## config.mk

```make
export PLATFORM = sky130hd
export DESIGN_NAME = vol2col_address_walker_flat
export DESIGN_NICKNAME = d
export VERILOG_FILES = /design/src/rtl/v2c_pkg.sv /design/src/rtl/v2c_in_if.sv /design/src/rtl/v2c_out_if.sv /design/src/rtl/vol2col_address_walker.sv /design/src/rtl/v2c_cfg.sv /design/src/rtl/v2c_ctrl.sv /design/src/rtl/v2c_dpath.sv /design/src/flat_wrapper.sv
export SDC_FILE = /design/constraint.sdc
export NUM_CORES = 2
export LEC_CHECK = 0
export BUFFER_PORTS_ARGS = -buffer_cell sky130_fd_sc_hd__buf_2
export CORE_AREA = 2 2 248 250
export DETAILED_ROUTE_END_ITERATION = 12
export DIE_AREA = 0 0 250 252
export GPL_ROUTABILITY_DRIVEN = 0
export PLACE_DENSITY_LB_ADDON = 0.15
export SYNTH_ARGS = -nofsm -noshare
export SYNTH_HDL_FRONTEND = slang
export SYNTH_SLANG_ARGS = --single-unit
```

## constraint.sdc

```tcl
create_clock -name clk -period 9.8 [get_ports clk]
set_input_delay 1.47 -clock clk [delete_from_list [all_inputs] [get_ports clk]]
set_output_delay 1.47 -clock clk [all_outputs]
set_load 0.02 [all_outputs]
```

## src/rtl/v2c_pkg.sv

```systemverilog
// Shared types and constants for the vol2col address walker.
// No dependencies.
package v2c_pkg;

	localparam int CFG_IDX_W  = 3;
	localparam int CFG_DATA_W = 30;
	localparam int KREG_W     = 12;
	localparam int DREG_W     = 30;
	localparam int PREG_W     = 10;
	localparam int DEST_W     = 32;
	localparam int SRC_W      = 32;

	localparam logic [KREG_W-1:0] KERNEL_SIZES_RST = 12'd273;
	localparam logic [KREG_W-1:0] STRIDES_RST      = 12'd273;
	localparam logic [KREG_W-1:0] PADS_RST         = 12'd0;
	localparam logic [DREG_W-1:0] INPUT_DIMS_RST   = 30'd1049601;
	localparam logic [DREG_W-1:0] OUTPUT_DIMS_RST  = 30'd1049601;
	localparam logic [PREG_W-1:0] PLANE_COUNT_RST  = 10'd1;

	typedef enum logic [CFG_IDX_W-1:0] {
		REG_KERNEL_SIZES = 3'd0,
		REG_STRIDES      = 3'd1,
		REG_PADS         = 3'd2,
		REG_INPUT_DIMS   = 3'd3,
		REG_OUTPUT_DIMS  = 3'd4,
		REG_PLANE_COUNT  = 3'd5
	} cfg_idx_t;

	typedef struct packed {
		logic [KREG_W-1:0] kernel_sizes;
		logic [KREG_W-1:0] strides;
		logic [KREG_W-1:0] pads;
		logic [DREG_W-1:0] input_dims;
		logic [DREG_W-1:0] output_dims;
		logic [PREG_W-1:0] plane_count;
	} cfg_regs_t;

	typedef enum logic [1:0] {
		ST_IDLE,
		ST_COORD,
		ST_ACC,
		ST_DONE
	} state_t;

	// Horner steps of the address: depth, height, width
	typedef enum logic [1:0] {
		STEP_D,
		STEP_H,
		STEP_W
	} step_t;

	typedef struct packed {
		logic  accept;
		logic  coord_en;
		logic  acc_en;
		step_t step;
		logic  out_load;
	} ctrl_cmd_t;

endpackage

```

## src/rtl/v2c_in_if.sv

```systemverilog
// Input channel of the vol2col address walker: valid, ready, restart.
// No dependencies.
interface v2c_in_if;
	logic valid;
	logic ready;
	logic restart;

	modport source (output valid, output restart, input ready);
	modport sink (input valid, input restart, output ready);
endinterface

```

## src/rtl/v2c_out_if.sv

```systemverilog
// Output channel of the vol2col address walker: one column element per beat.
// No dependencies.
interface v2c_out_if;
	logic        valid;
	logic        ready;
	logic [31:0] dest_index;
	logic [31:0] source_address;
	logic        is_padding;
	logic        last;

	modport source (output valid, output dest_index, output source_address,
		output is_padding, output last, input ready);
	modport sink (input valid, input dest_index, input source_address,
		input is_padding, input last, output ready);
endinterface

```

## src/rtl/vol2col_address_walker.sv

```systemverilog
// Top level of the vol2col (3D im2col) address walker.
// Depends on v2c_pkg, v2c_in_if, v2c_out_if, v2c_cfg, v2c_ctrl, v2c_dpath.
//
// Use:
//   in_ch  : one beat per column element asked for; restart=1 sends the walk
//            back to element 0 before this element is generated.
//   out_ch : one beat per input beat, carrying dest_index, source_address
//            (0 when is_padding), is_padding and last on the final element.
//   cfg_*  : register writes, taken at any edge with cfg_write high; write
//            only while no element is in flight. Indices 6 and 7 are ignored.
// Sequence: an element is taken in, its padded coordinates registered, the
//   voxel address built in three multiply-add steps on one shared
//   multiplier, then the result loaded into the output register. A new
//   element is taken only once the previous result has been loaded.
// A waiting result does not block the next input beat; that element stalls
//   before the output load until the receiver takes the waiting one.
// Reset: counters at element 0, registers at their defaults, no output valid.
module vol2col_address_walker #(
	parameter int DIM_BITS    = 10,
	parameter int KERNEL_BITS = 4,
	parameter int ADDR_BITS   = 32
) (
	input  logic                             clk,
	input  logic                             arst_n,
	input  logic                             cfg_write,
	input  logic [v2c_pkg::CFG_IDX_W-1:0]    cfg_index,
	input  logic [v2c_pkg::CFG_DATA_W-1:0]   cfg_data,
	v2c_in_if.sink                           in_ch,
	v2c_out_if.source                        out_ch
);
	import v2c_pkg::*;

	cfg_regs_t regs;
	ctrl_cmd_t cmd;

	v2c_cfg u_cfg (
		.clk       (clk),
		.arst_n    (arst_n),
		.cfg_write (cfg_write),
		.cfg_index (cfg_index),
		.cfg_data  (cfg_data),
		.regs      (regs)
	);

	v2c_ctrl u_ctrl (
		.clk       (clk),
		.arst_n    (arst_n),
		.in_valid  (in_ch.valid),
		.in_ready  (in_ch.ready),
		.out_valid (out_ch.valid),
		.out_ready (out_ch.ready),
		.cmd       (cmd)
	);

	v2c_dpath #(
		.DIM_BITS    (DIM_BITS),
		.KERNEL_BITS (KERNEL_BITS),
		.ADDR_BITS   (ADDR_BITS)
	) u_dpath (
		.clk            (clk),
		.arst_n         (arst_n),
		.cfg            (regs),
		.cmd            (cmd),
		.restart        (in_ch.restart),
		.dest_index     (out_ch.dest_index),
		.source_address (out_ch.source_address),
		.is_padding     (out_ch.is_padding),
		.last           (out_ch.last)
	);
endmodule

```

## src/rtl/v2c_cfg.sv

```systemverilog
// Configuration register file of the vol2col address walker.
// Depends on v2c_pkg.
module v2c_cfg (
	input  logic                                 clk,
	input  logic                                 arst_n,
	input  logic                                 cfg_write,
	input  logic [v2c_pkg::CFG_IDX_W-1:0]        cfg_index,
	input  logic [v2c_pkg::CFG_DATA_W-1:0]       cfg_data,
	output v2c_pkg::cfg_regs_t                   regs
);
	import v2c_pkg::*;

	cfg_regs_t regs_q;

	always_ff @(posedge clk or negedge arst_n) begin
		if (!arst_n) begin
			regs_q.kernel_sizes <= KERNEL_SIZES_RST;
			regs_q.strides      <= STRIDES_RST;
			regs_q.pads         <= PADS_RST;
			regs_q.input_dims   <= INPUT_DIMS_RST;
			regs_q.output_dims  <= OUTPUT_DIMS_RST;
			regs_q.plane_count  <= PLANE_COUNT_RST;
		end else if (cfg_write) begin
			case (cfg_index)
				REG_KERNEL_SIZES: regs_q.kernel_sizes <= cfg_data[KREG_W-1:0];
				REG_STRIDES:      regs_q.strides      <= cfg_data[KREG_W-1:0];
				REG_PADS:         regs_q.pads         <= cfg_data[KREG_W-1:0];
				REG_INPUT_DIMS:   regs_q.input_dims   <= cfg_data[DREG_W-1:0];
				REG_OUTPUT_DIMS:  regs_q.output_dims  <= cfg_data[DREG_W-1:0];
				REG_PLANE_COUNT:  regs_q.plane_count  <= cfg_data[PREG_W-1:0];
				default: ;
			endcase
		end
	end

	assign regs = regs_q;
endmodule

```

## src/rtl/v2c_ctrl.sv

```systemverilog
// Sequencer of the vol2col address walker: accept, coordinate, three
// address steps, then hand-off to the output register. Depends on v2c_pkg.
module v2c_ctrl (
	input  logic                 clk,
	input  logic                 arst_n,
	input  logic                 in_valid,
	output logic                 in_ready,
	output logic                 out_valid,
	input  logic                 out_ready,
	output v2c_pkg::ctrl_cmd_t   cmd
);
	import v2c_pkg::*;

	state_t state_q, state_d;
	step_t  step_q;
	logic   out_full_q;
	logic   accept;
	logic   load;

	assign accept = in_valid && (state_q == ST_IDLE);
	assign load   = (state_q == ST_DONE) && (!out_full_q || out_ready);

	always_comb begin
		state_d = state_q;
		case (state_q)
			ST_IDLE:  if (accept) state_d = ST_COORD;
			ST_COORD: state_d = ST_ACC;
			ST_ACC:   if (step_q == STEP_W) state_d = ST_DONE;
			ST_DONE:  if (load) state_d = ST_IDLE;
			default:  state_d = ST_IDLE;
		endcase
	end

	always_comb begin
		in_ready     = (state_q == ST_IDLE);
		out_valid    = out_full_q;
		cmd.accept   = accept;
		cmd.coord_en = (state_q == ST_COORD);
		cmd.acc_en   = (state_q == ST_ACC);
		cmd.step     = step_q;
		cmd.out_load = load;
	end

	always_ff @(posedge clk or negedge arst_n) begin
		if (!arst_n) begin
			state_q    <= ST_IDLE;
			step_q     <= STEP_D;
			out_full_q <= 1'b0;
		end else begin
			state_q <= state_d;
			if (state_q == ST_COORD) begin
				step_q <= STEP_D;
			end else if (state_q == ST_ACC) begin
				case (step_q)
					STEP_D:  step_q <= STEP_H;
					STEP_H:  step_q <= STEP_W;
					default: step_q <= STEP_D;
				endcase
			end
			if (load) begin
				out_full_q <= 1'b1;
			end else if (out_ready) begin
				out_full_q <= 1'b0;
			end
		end
	end
endmodule

```

## src/rtl/v2c_dpath.sv

```systemverilog
// Datapath of the vol2col address walker: walk counters, padded coordinates,
// shared multiply-add for the voxel address, output register. Depends on v2c_pkg.
module v2c_dpath #(
	parameter int DIM_BITS    = 10,
	parameter int KERNEL_BITS = 4,
	parameter int ADDR_BITS   = 32
) (
	input  logic                            clk,
	input  logic                            arst_n,
	input  v2c_pkg::cfg_regs_t              cfg,
	input  v2c_pkg::ctrl_cmd_t              cmd,
	input  logic                            restart,
	output logic [v2c_pkg::DEST_W-1:0]      dest_index,
	output logic [v2c_pkg::SRC_W-1:0]       source_address,
	output logic                            is_padding,
	output logic                            last
);
	import v2c_pkg::*;

	localparam int D   = DIM_BITS;
	localparam int K   = KERNEL_BITS;
	localparam int A   = ADDR_BITS;
	localparam int KV  = (3 * K > KREG_W) ? 3 * K : KREG_W;
	localparam int DV  = (3 * D > DREG_W) ? 3 * D : DREG_W;
	localparam int PV  = (D > PREG_W) ? D : PREG_W;
	localparam int SV  = (A > SRC_W) ? A : SRC_W;
	localparam int CW  = D + K + 2;
	localparam int D1  = D + 1;
	localparam int K1  = K + 1;

	// field decode
	logic [KV-1:0] ks_x, st_x, pd_x;
	logic [DV-1:0] id_x, od_x;
	logic [PV-1:0] pc_x;
	logic [K-1:0]  kw_sz, kh_sz, kd_sz, sw, sh, sd, pw, ph, pd;
	logic [D-1:0]  iw, ih, idp, ow_sz, oh_sz, od_sz, np;

	assign ks_x  = KV'(cfg.kernel_sizes);
	assign st_x  = KV'(cfg.strides);
	assign pd_x  = KV'(cfg.pads);
	assign id_x  = DV'(cfg.input_dims);
	assign od_x  = DV'(cfg.output_dims);
	assign pc_x  = PV'(cfg.plane_count);
	assign kw_sz = ks_x[K-1:0];
	assign kh_sz = ks_x[2*K-1:K];
	assign kd_sz = ks_x[3*K-1:2*K];
	assign sw    = st_x[K-1:0];
	assign sh    = st_x[2*K-1:K];
	assign sd    = st_x[3*K-1:2*K];
	assign pw    = pd_x[K-1:0];
	assign ph    = pd_x[2*K-1:K];
	assign pd    = pd_x[3*K-1:2*K];
	assign iw    = id_x[D-1:0];
	assign ih    = id_x[2*D-1:D];
	assign idp   = id_x[3*D-1:2*D];
	assign ow_sz = od_x[D-1:0];
	assign oh_sz = od_x[2*D-1:D];
	assign od_sz = od_x[3*D-1:2*D];
	assign np    = pc_x[D-1:0];

	// walk counters
	logic [D-1:0]  ow_q, oh_q, od_q, p_q;
	logic [K-1:0]  kw_q, kh_q, kd_q;
	logic [31:0]   elem_q;

	// padded coordinates
	logic [CW-1:0] w_c, h_c, d_c;
	logic          in_w, in_h, in_d;
	logic [D-1:0]  w_q, h_q, d_q;
	logic          inside_q;

	assign w_c = CW'(ow_q) * CW'(sw) - CW'(pw) + CW'(kw_q);
	assign h_c = CW'(oh_q) * CW'(sh) - CW'(ph) + CW'(kh_q);
	assign d_c = CW'(od_q) * CW'(sd) - CW'(pd) + CW'(kd_q);
	assign in_w = !w_c[CW-1] && (w_c < CW'(iw));
	assign in_h = !h_c[CW-1] && (h_c < CW'(ih));
	assign in_d = !d_c[CW-1] && (d_c < CW'(idp));

	// address accumulator: ((p*id + d)*ih + h)*iw + w
	logic [A-1:0] acc_q, prod;
	logic [D-1:0] dim_sel, crd_sel;

	always_comb begin
		case (cmd.step)
			STEP_D: begin
				dim_sel = idp;
				crd_sel = d_q;
			end
			STEP_H: begin
				dim_sel = ih;
				crd_sel = h_q;
			end
			default: begin
				dim_sel = iw;
				crd_sel = w_q;
			end
		endcase
	end

	assign prod = acc_q * A'(dim_sel);

	// end-of-count flags
	logic e_ow, e_oh, e_od, e_kw, e_kh, e_kd, e_p, is_last;

	assign e_ow = (D1'(ow_q) + D1'(1)) >= D1'(ow_sz);
	assign e_oh = (D1'(oh_q) + D1'(1)) >= D1'(oh_sz);
	assign e_od = (D1'(od_q) + D1'(1)) >= D1'(od_sz);
	assign e_kw = (K1'(kw_q) + K1'(1)) >= K1'(kw_sz);
	assign e_kh = (K1'(kh_q) + K1'(1)) >= K1'(kh_sz);
	assign e_kd = (K1'(kd_q) + K1'(1)) >= K1'(kd_sz);
	assign e_p  = (D1'(p_q) + D1'(1)) >= D1'(np);
	assign is_last = e_ow && e_oh && e_od && e_kw && e_kh && e_kd && e_p;

	always_ff @(posedge clk or negedge arst_n) begin
		if (!arst_n) begin
			ow_q   <= '0;
			oh_q   <= '0;
			od_q   <= '0;
			kw_q   <= '0;
			kh_q   <= '0;
			kd_q   <= '0;
			p_q    <= '0;
			elem_q <= '0;
		end else if ((cmd.accept && restart) || (cmd.out_load && is_last)) begin
			ow_q   <= '0;
			oh_q   <= '0;
			od_q   <= '0;
			kw_q   <= '0;
			kh_q   <= '0;
			kd_q   <= '0;
			p_q    <= '0;
			elem_q <= '0;
		end else if (cmd.out_load) begin
			elem_q <= elem_q + 32'd1;
			ow_q   <= e_ow ? '0 : ow_q + D'(1);
			if (e_ow) begin
				oh_q <= e_oh ? '0 : oh_q + D'(1);
			end
			if (e_ow && e_oh) begin
				od_q <= e_od ? '0 : od_q + D'(1);
			end
			if (e_ow && e_oh && e_od) begin
				kw_q <= e_kw ? '0 : kw_q + K'(1);
			end
			if (e_ow && e_oh && e_od && e_kw) begin
				kh_q <= e_kh ? '0 : kh_q + K'(1);
			end
			if (e_ow && e_oh && e_od && e_kw && e_kh) begin
				kd_q <= e_kd ? '0 : kd_q + K'(1);
			end
			if (e_ow && e_oh && e_od && e_kw && e_kh && e_kd) begin
				p_q <= e_p ? '0 : p_q + D'(1);
			end
		end
	end

	// payload registers
	logic [DEST_W-1:0] dest_q;
	logic [SRC_W-1:0]  src_q;
	logic              pad_q;
	logic              last_q;
	logic [SV-1:0]     acc_x;

	assign acc_x = SV'(acc_q);

	always_ff @(posedge clk) begin
		if (cmd.coord_en) begin
			w_q      <= w_c[D-1:0];
			h_q      <= h_c[D-1:0];
			d_q      <= d_c[D-1:0];
			inside_q <= in_w && in_h && in_d;
			acc_q    <= A'(p_q);
		end
		if (cmd.acc_en) begin
			acc_q <= prod + A'(crd_sel);
		end
		if (cmd.out_load) begin
			dest_q <= elem_q;
			src_q  <= inside_q ? acc_x[SRC_W-1:0] : '0;
			pad_q  <= !inside_q;
			last_q <= is_last;
		end
	end

	assign dest_index     = dest_q;
	assign source_address = src_q;
	assign is_padding     = pad_q;
	assign last           = last_q;
endmodule

```

## src/flat_wrapper.sv

```systemverilog
// flat-port wrapper written by rule: the top's interface ports become plain ports
module vol2col_address_walker_flat import v2c_pkg::*;
#(
	parameter int DIM_BITS    = 10,
	parameter int KERNEL_BITS = 4,
	parameter int ADDR_BITS   = 32
)
  (clk, arst_n, cfg_write, cfg_index, cfg_data, in_ch_valid, in_ch_restart, in_ch_ready, out_ch_valid, out_ch_dest_index, out_ch_source_address, out_ch_is_padding, out_ch_last, out_ch_ready);
  v2c_in_if in_ch_i ();
  v2c_out_if out_ch_i ();
  input  logic clk;
  input  logic arst_n;
  input  logic cfg_write;
  input  logic [v2c_pkg::CFG_IDX_W-1:0] cfg_index;
  input  logic [v2c_pkg::CFG_DATA_W-1:0] cfg_data;
  input wire logic [$bits(in_ch_i.valid)-1:0] in_ch_valid;
  input wire logic [$bits(in_ch_i.restart)-1:0] in_ch_restart;
  output wire logic [$bits(in_ch_i.ready)-1:0] in_ch_ready;
  output wire logic [$bits(out_ch_i.valid)-1:0] out_ch_valid;
  output wire logic [$bits(out_ch_i.dest_index)-1:0] out_ch_dest_index;
  output wire logic [$bits(out_ch_i.source_address)-1:0] out_ch_source_address;
  output wire logic [$bits(out_ch_i.is_padding)-1:0] out_ch_is_padding;
  output wire logic [$bits(out_ch_i.last)-1:0] out_ch_last;
  input wire logic [$bits(out_ch_i.ready)-1:0] out_ch_ready;
  assign in_ch_i.valid = in_ch_valid;
  assign in_ch_i.restart = in_ch_restart;
  assign in_ch_ready = in_ch_i.ready;
  assign out_ch_valid = out_ch_i.valid;
  assign out_ch_dest_index = out_ch_i.dest_index;
  assign out_ch_source_address = out_ch_i.source_address;
  assign out_ch_is_padding = out_ch_i.is_padding;
  assign out_ch_last = out_ch_i.last;
  assign out_ch_i.ready = out_ch_ready;
  vol2col_address_walker #(.DIM_BITS(DIM_BITS), .KERNEL_BITS(KERNEL_BITS), .ADDR_BITS(ADDR_BITS)) u_core (.clk(clk), .arst_n(arst_n), .cfg_write(cfg_write), .cfg_index(cfg_index), .cfg_data(cfg_data), .in_ch(in_ch_i), .out_ch(out_ch_i));
endmodule
```

==> report_table.html <==
<table>
<tr><th>Metric</th><th>Value</th></tr>
<tr><th colspan="2">Timing</th></tr>
<tr><td>Unrepaired setup endpoints after global routing</td><td>no</td></tr>
<tr><td>Setup skew after layout</td><td>0.0141 ns</td></tr>
<tr><td>Accumulated negative setup slack</td><td>0 ns</td></tr>
<tr><td>Final critical delay including setup and external delays</td><td>7.84 ns</td></tr>
<tr><td>Worst setup margin</td><td>1.96 ns</td></tr>
<tr><td>Final setup viols</td><td>0</td></tr>
<tr><td>Hold slack</td><td>0.477 ns</td></tr>
<tr><td>Slew at the pin closest to its max-slew limit</td><td>1.15 ns</td></tr>
<tr><td>Total count of hold-check failures in the final report</td><td>0</td></tr>
<tr><td>Final Slew Violations</td><td>0</td></tr>
<tr><td>Maximum clock rate</td><td>127 MHz</td></tr>
<tr><td>Worst-case headroom to the max-slew limit</td><td>23.5%</td></tr>
<tr><td>Tcrit/Tclk final</td><td>80.0%</td></tr>
<tr><th colspan="2">Die</th></tr>
<tr><td>Die boundary width</td><td>250 um</td></tr>
<tr><td>Starting density of the core</td><td>49.6%</td></tr>
<tr><td>Area inside the core boundary</td><td>60100 um^2</td></tr>
<tr><td>Y dimension of the die</td><td>252 um</td></tr>
<tr><td>Cell Rows</td><td>90</td></tr>
<tr><td>Die Outline Area</td><td>63000 um^2</td></tr>
<tr><td>I/O pin cnt</td><td>107</td></tr>
<tr><th colspan="2">Synthesis</th></tr>
<tr><td>Cells taking the most area after synthesis</td><td>sky130_fd_sc_hd__fa_1 (18%), sky130_fd_sc_hd__dfrtp_1 (15%), sky130_fd_sc_hd__edfxtp_1 (13%)</td></tr>
<tr><td>Cell count after synthesis</td><td>3090</td></tr>
<tr><td>Number of distinct library cell variants in the gate-level netlist after synthesis</td><td>87</td></tr>
<tr><td>Area of the mapped netlist</td><td>29800 um^2</td></tr>
<tr><td>Mean instance size in the synthesized netlist</td><td>9.65 um^2</td></tr>
<tr><td>Synthesized flop and latch total</td><td>324</td></tr>
<tr><td>Number of synthesized flops with an enable pin</td><td>129</td></tr>
<tr><td>FFs w/ async S/R, synth</td><td>60.2%</td></tr>
<tr><td>Synth area leader</td><td>sky130_fd_sc_hd__fa_1</td></tr>
<tr><td>Net Count, Synth</td><td>3660</td></tr>
<tr><td>Number of warning messages in the yosys log</td><td>0</td></tr>
<tr><td>Sequential cell area fraction in the yosys report</td><td>29.4%</td></tr>
<tr><td>Share of Yosys cell area claimed by the top area cell type</td><td>17.9%</td></tr>
<tr><td>Top_reg_cell synth</td><td>sky130_fd_sc_hd__dfrtp_1</td></tr>
<tr><th colspan="2">Placed design</th></tr>
<tr><td>Total placed cells including tap cells</td><td>3875</td></tr>
<tr><td>Number of buffers added on ports</td><td>106</td></tr>
<tr><td>Half-perimeter wire length after placement</td><td>59100 um</td></tr>
<tr><td>Worst setup timing slack at the placement stage</td><td>1.99 ns</td></tr>
<tr><th colspan="2">Drt</th></tr>
<tr><td>Detailed-routing iteration count for the pre-antenna-repair pass</td><td>6</td></tr>
<tr><td>Final routed DRC violation total</td><td>0</td></tr>
<tr><td>DRT antenna net count</td><td>0</td></tr>
<tr><td>Total number of vias</td><td>21800</td></tr>
<tr><td>Avg Vias per Cell</td><td>5.54</td></tr>
<tr><td>Detailed-route wire length</td><td>76900 um</td></tr>
<tr><td>Initial detailed-routing violation count</td><td>1349</td></tr>
<tr><td>Routed length per instance</td><td>19.5 um</td></tr>
<tr><th colspan="2">Clock network</th></tr>
<tr><td>Clock-pin slew on the worst setup and hold paths</td><td>0.06 ns</td></tr>
<tr><td>Gates resized, CTS repair</td><td>0</td></tr>
<tr><td>Num CTS Buffers</td><td>38</td></tr>
<tr><td>Count of clock tree sinks</td><td>324</td></tr>
<tr><td>Cell at the root of the clock tree</td><td>sky130_fd_sc_hd__clkbuf_16</td></tr>
<tr><td>Number of buffers on the longest clock path</td><td>3</td></tr>
<tr><td>Setup Fix Bufs, Post-CTS</td><td>0</td></tr>
<tr><td>Number of levels the H-tree was split into</td><td>2</td></tr>
<tr><td>Cts hold-fix bufs</td><td>0</td></tr>
<tr><td>Clock tree from TritonCTS</td><td>done</td></tr>
<tr><td>Clock latency at the later pin of the worst-skew pair</td><td>0.57 ns</td></tr>
<tr><th colspan="2">Cells and area</th></tr>
<tr><td>Fraction of final layout cells sized beyond drive strength 1</td><td>9.65%</td></tr>
<tr><td>Number of filler cells placed in the layout</td><td>5410</td></tr>
<tr><td>Synthesis-to-finish area growth</td><td>8.40%</td></tr>
<tr><td>Top library cells by usage in the layout, fill and taps aside</td><td>sky130_fd_sc_hd__inv_1 (459), sky130_fd_sc_hd__nand2_1 (335), sky130_fd_sc_hd__fa_1 (267), sky130_fd_sc_hd__ha_1 (264), sky130_fd_sc_hd__dfrtp_1 (182)</td></tr>
<tr><td>Most common library cell in the layout ignoring fill and taps</td><td>sky130_fd_sc_hd__inv_1</td></tr>
<tr><td>Final Instance Count excl. Fillers</td><td>3945</td></tr>
<tr><td>Nets</td><td>3703</td></tr>
<tr><th colspan="2">Worst setup path</th></tr>
<tr><td>Class of the most critical setup path</td><td>reg -&gt; reg</td></tr>
<tr><td>Endpoint kind of the worst setup timing path</td><td>register</td></tr>
<tr><td>Count of cells along the worst register-to-register path</td><td>22</td></tr>
<tr><td>Arrival time of data at the critical path endpoint</td><td>8.15 ns</td></tr>
<tr><td>Critical Path RT</td><td>10.11 ns</td></tr>
<tr><td>Critical path launch point type</td><td>register</td></tr>
<tr><td>Critical path fanouts, max</td><td>23</td></tr>
<tr><th colspan="2">Min path</th></tr>
<tr><td>Worst Hold Depth</td><td>0</td></tr>
<tr><td>Hold Path Class</td><td>reg -&gt; reg</td></tr>
<tr><th colspan="2">Global route</th></tr>
<tr><td>Pin count of the biggest net entering global routing</td><td>71</td></tr>
<tr><td>Initial antenna violation count</td><td>1</td></tr>
<tr><td>Via count of the first global-routing pass</td><td>22900</td></tr>
<tr><td>Global-route usage over all layers</td><td>25.3%</td></tr>
<tr><td>Wire length of the first global-routing pass</td><td>126000 um</td></tr>
<tr><td>Overall overflow remaining after global route</td><td>0</td></tr>
<tr><th colspan="2">Run</th></tr>
<tr><td>Max_cap viols</td><td>0</td></tr>
<tr><th colspan="2">Run status</th></tr>
<tr><td>Result of the run</td><td>finished clean</td></tr>
</table>
==> final cells by class <==
type	count	area (um^2)	area share, %
Antenna cell	1	2.50	0.00774
Clock buffer	57	1110	3.45
Clock inverter	12	119	0.368
Inverter	462	1740	5.37
Multi-Input combinational cell	2173	18900	58.3
Sequential cell	324	8770	27.1
Tap cell	782	978	3.03
Timing Repair Buffer	134	749	2.32
==> Yosys cell counts, drive strengths merged, types with 15 or more instances <==
master  count
a31oi      19
and3       41
nor2       80
edfxtp    129
nor3       66
and2      128
nand4      31
mux2       72
mux2i      25
fa        267
clkbuf    116
xnor2      92
o21ai     141
nand2b     28
nand2     335
nor2b     119
xor2       67
a21o       62
a211oi     28
a21oi      71
nand3      67
dfrtp     182
buf        15
ha        264
inv       462
==> through the flow <==
stage | utilization (%) | cell area, um^2
global placement | 51.7 | 31100
finish | 53.7 | 32300
floorplan | - | 29800
global route | 53.7 | 32300
detailed placement | 51.7 | 31100
CTS | 53.7 | 32300
==> routing by layer <==
layer	vias up	GRT usage, %	part of all wire (%)
li1	10300	-	-
met1	11000	33.5	44
met2	483	43.2	49
met3	121	3.15	4.3
met4	2	8.35	3.1
met5	-	0	0.016
==> worst paths after layout <==
check | from | endpoint | slack [ns]
worst min-delay path | u_core.u_dpath.elem_q[31] | u_core.u_dpath.dest_index[31] | 0.48
min in group asynchronous | arst_n | u_core.u_dpath.elem_q[11] | 0.89
worst min register to register | u_core.u_dpath.elem_q[31] | u_core.u_dpath.dest_index[31] | 0.48
worst max-delay path | u_core.u_ctrl.step_q[0] | u_core.u_dpath.acc_q[30] | 1.96
max in group asynchronous | arst_n | u_core.u_dpath.od_q[1] | 6.79
worst max register to register | u_core.u_ctrl.step_q[0] | u_core.u_dpath.acc_q[30] | 1.96
==> critical path, stage by stage (launching register included) <==
cell                        delay (ns)
sky130_fd_sc_hd__dfrtp_1          1.10
sky130_fd_sc_hd__mux2i_1          0.31
sky130_fd_sc_hd__nor2_1           0.12
sky130_fd_sc_hd__nor2_1           0.67
sky130_fd_sc_hd__buf_4            0.37
sky130_fd_sc_hd__nor2b_1          0.09
sky130_fd_sc_hd__fa_1             0.48
sky130_fd_sc_hd__inv_1            0.05
sky130_fd_sc_hd__fa_1             0.46
sky130_fd_sc_hd__fa_1             0.52
sky130_fd_sc_hd__fa_1             0.54
sky130_fd_sc_hd__inv_1            0.05
sky130_fd_sc_hd__fa_1             0.48
sky130_fd_sc_hd__ha_1             0.39
sky130_fd_sc_hd__a21o_1           0.20
sky130_fd_sc_hd__a21o_1           0.18
sky130_fd_sc_hd__a21o_1           0.17
sky130_fd_sc_hd__a2111oi_0        0.41
sky130_fd_sc_hd__nor3_1           0.14
sky130_fd_sc_hd__a211oi_1         0.42
sky130_fd_sc_hd__o21a_1           0.23
sky130_fd_sc_hd__or3_1            0.12
sky130_fd_sc_hd__nand3_1          0.07
==> flip-flops by register name, indices dropped and copies added, names as in the netlist, 2 cells and up <==
name                           flops
u_core.u_dpath.ow_q               10
u_core.u_dpath.p_q                10
u_core.u_dpath.elem_q             32
u_core.u_cfg.regs                106
u_core.u_ctrl.state_q              2
u_core.u_dpath.source_address     32
u_core.u_dpath.d_q                10
u_core.u_dpath.kd_q                4
u_core.u_dpath.w_q                10
u_core.u_dpath.kw_q                4
u_core.u_dpath.dest_index         32
u_core.u_dpath.oh_q               10
u_core.u_dpath.h_q                10
u_core.u_dpath.kh_q                4
u_core.u_dpath.od_q               10
u_core.u_dpath.acc_q              32
u_core.u_ctrl.step_q               2
==> cells by family (layout without fill, tap and decap cells) <==
logic type,Yosys count,after routing,share of synthesized area (%)
and+or+nand+nor,966,966,16.7
DFF,324,324,29.4
adders and majority gates,531,531,29.0
buffers and inverters,593,665,7.52
xor gates and xnor gates,159,159,4.76
muxes,97,97,3.56
AOI/OAI and AO/OA,420,420,9.05
other,0,1,0
Power is left out: the tool's default activity adds up to more than one toggle a clock period on the data nets, which glitch-free logic cannot reach.
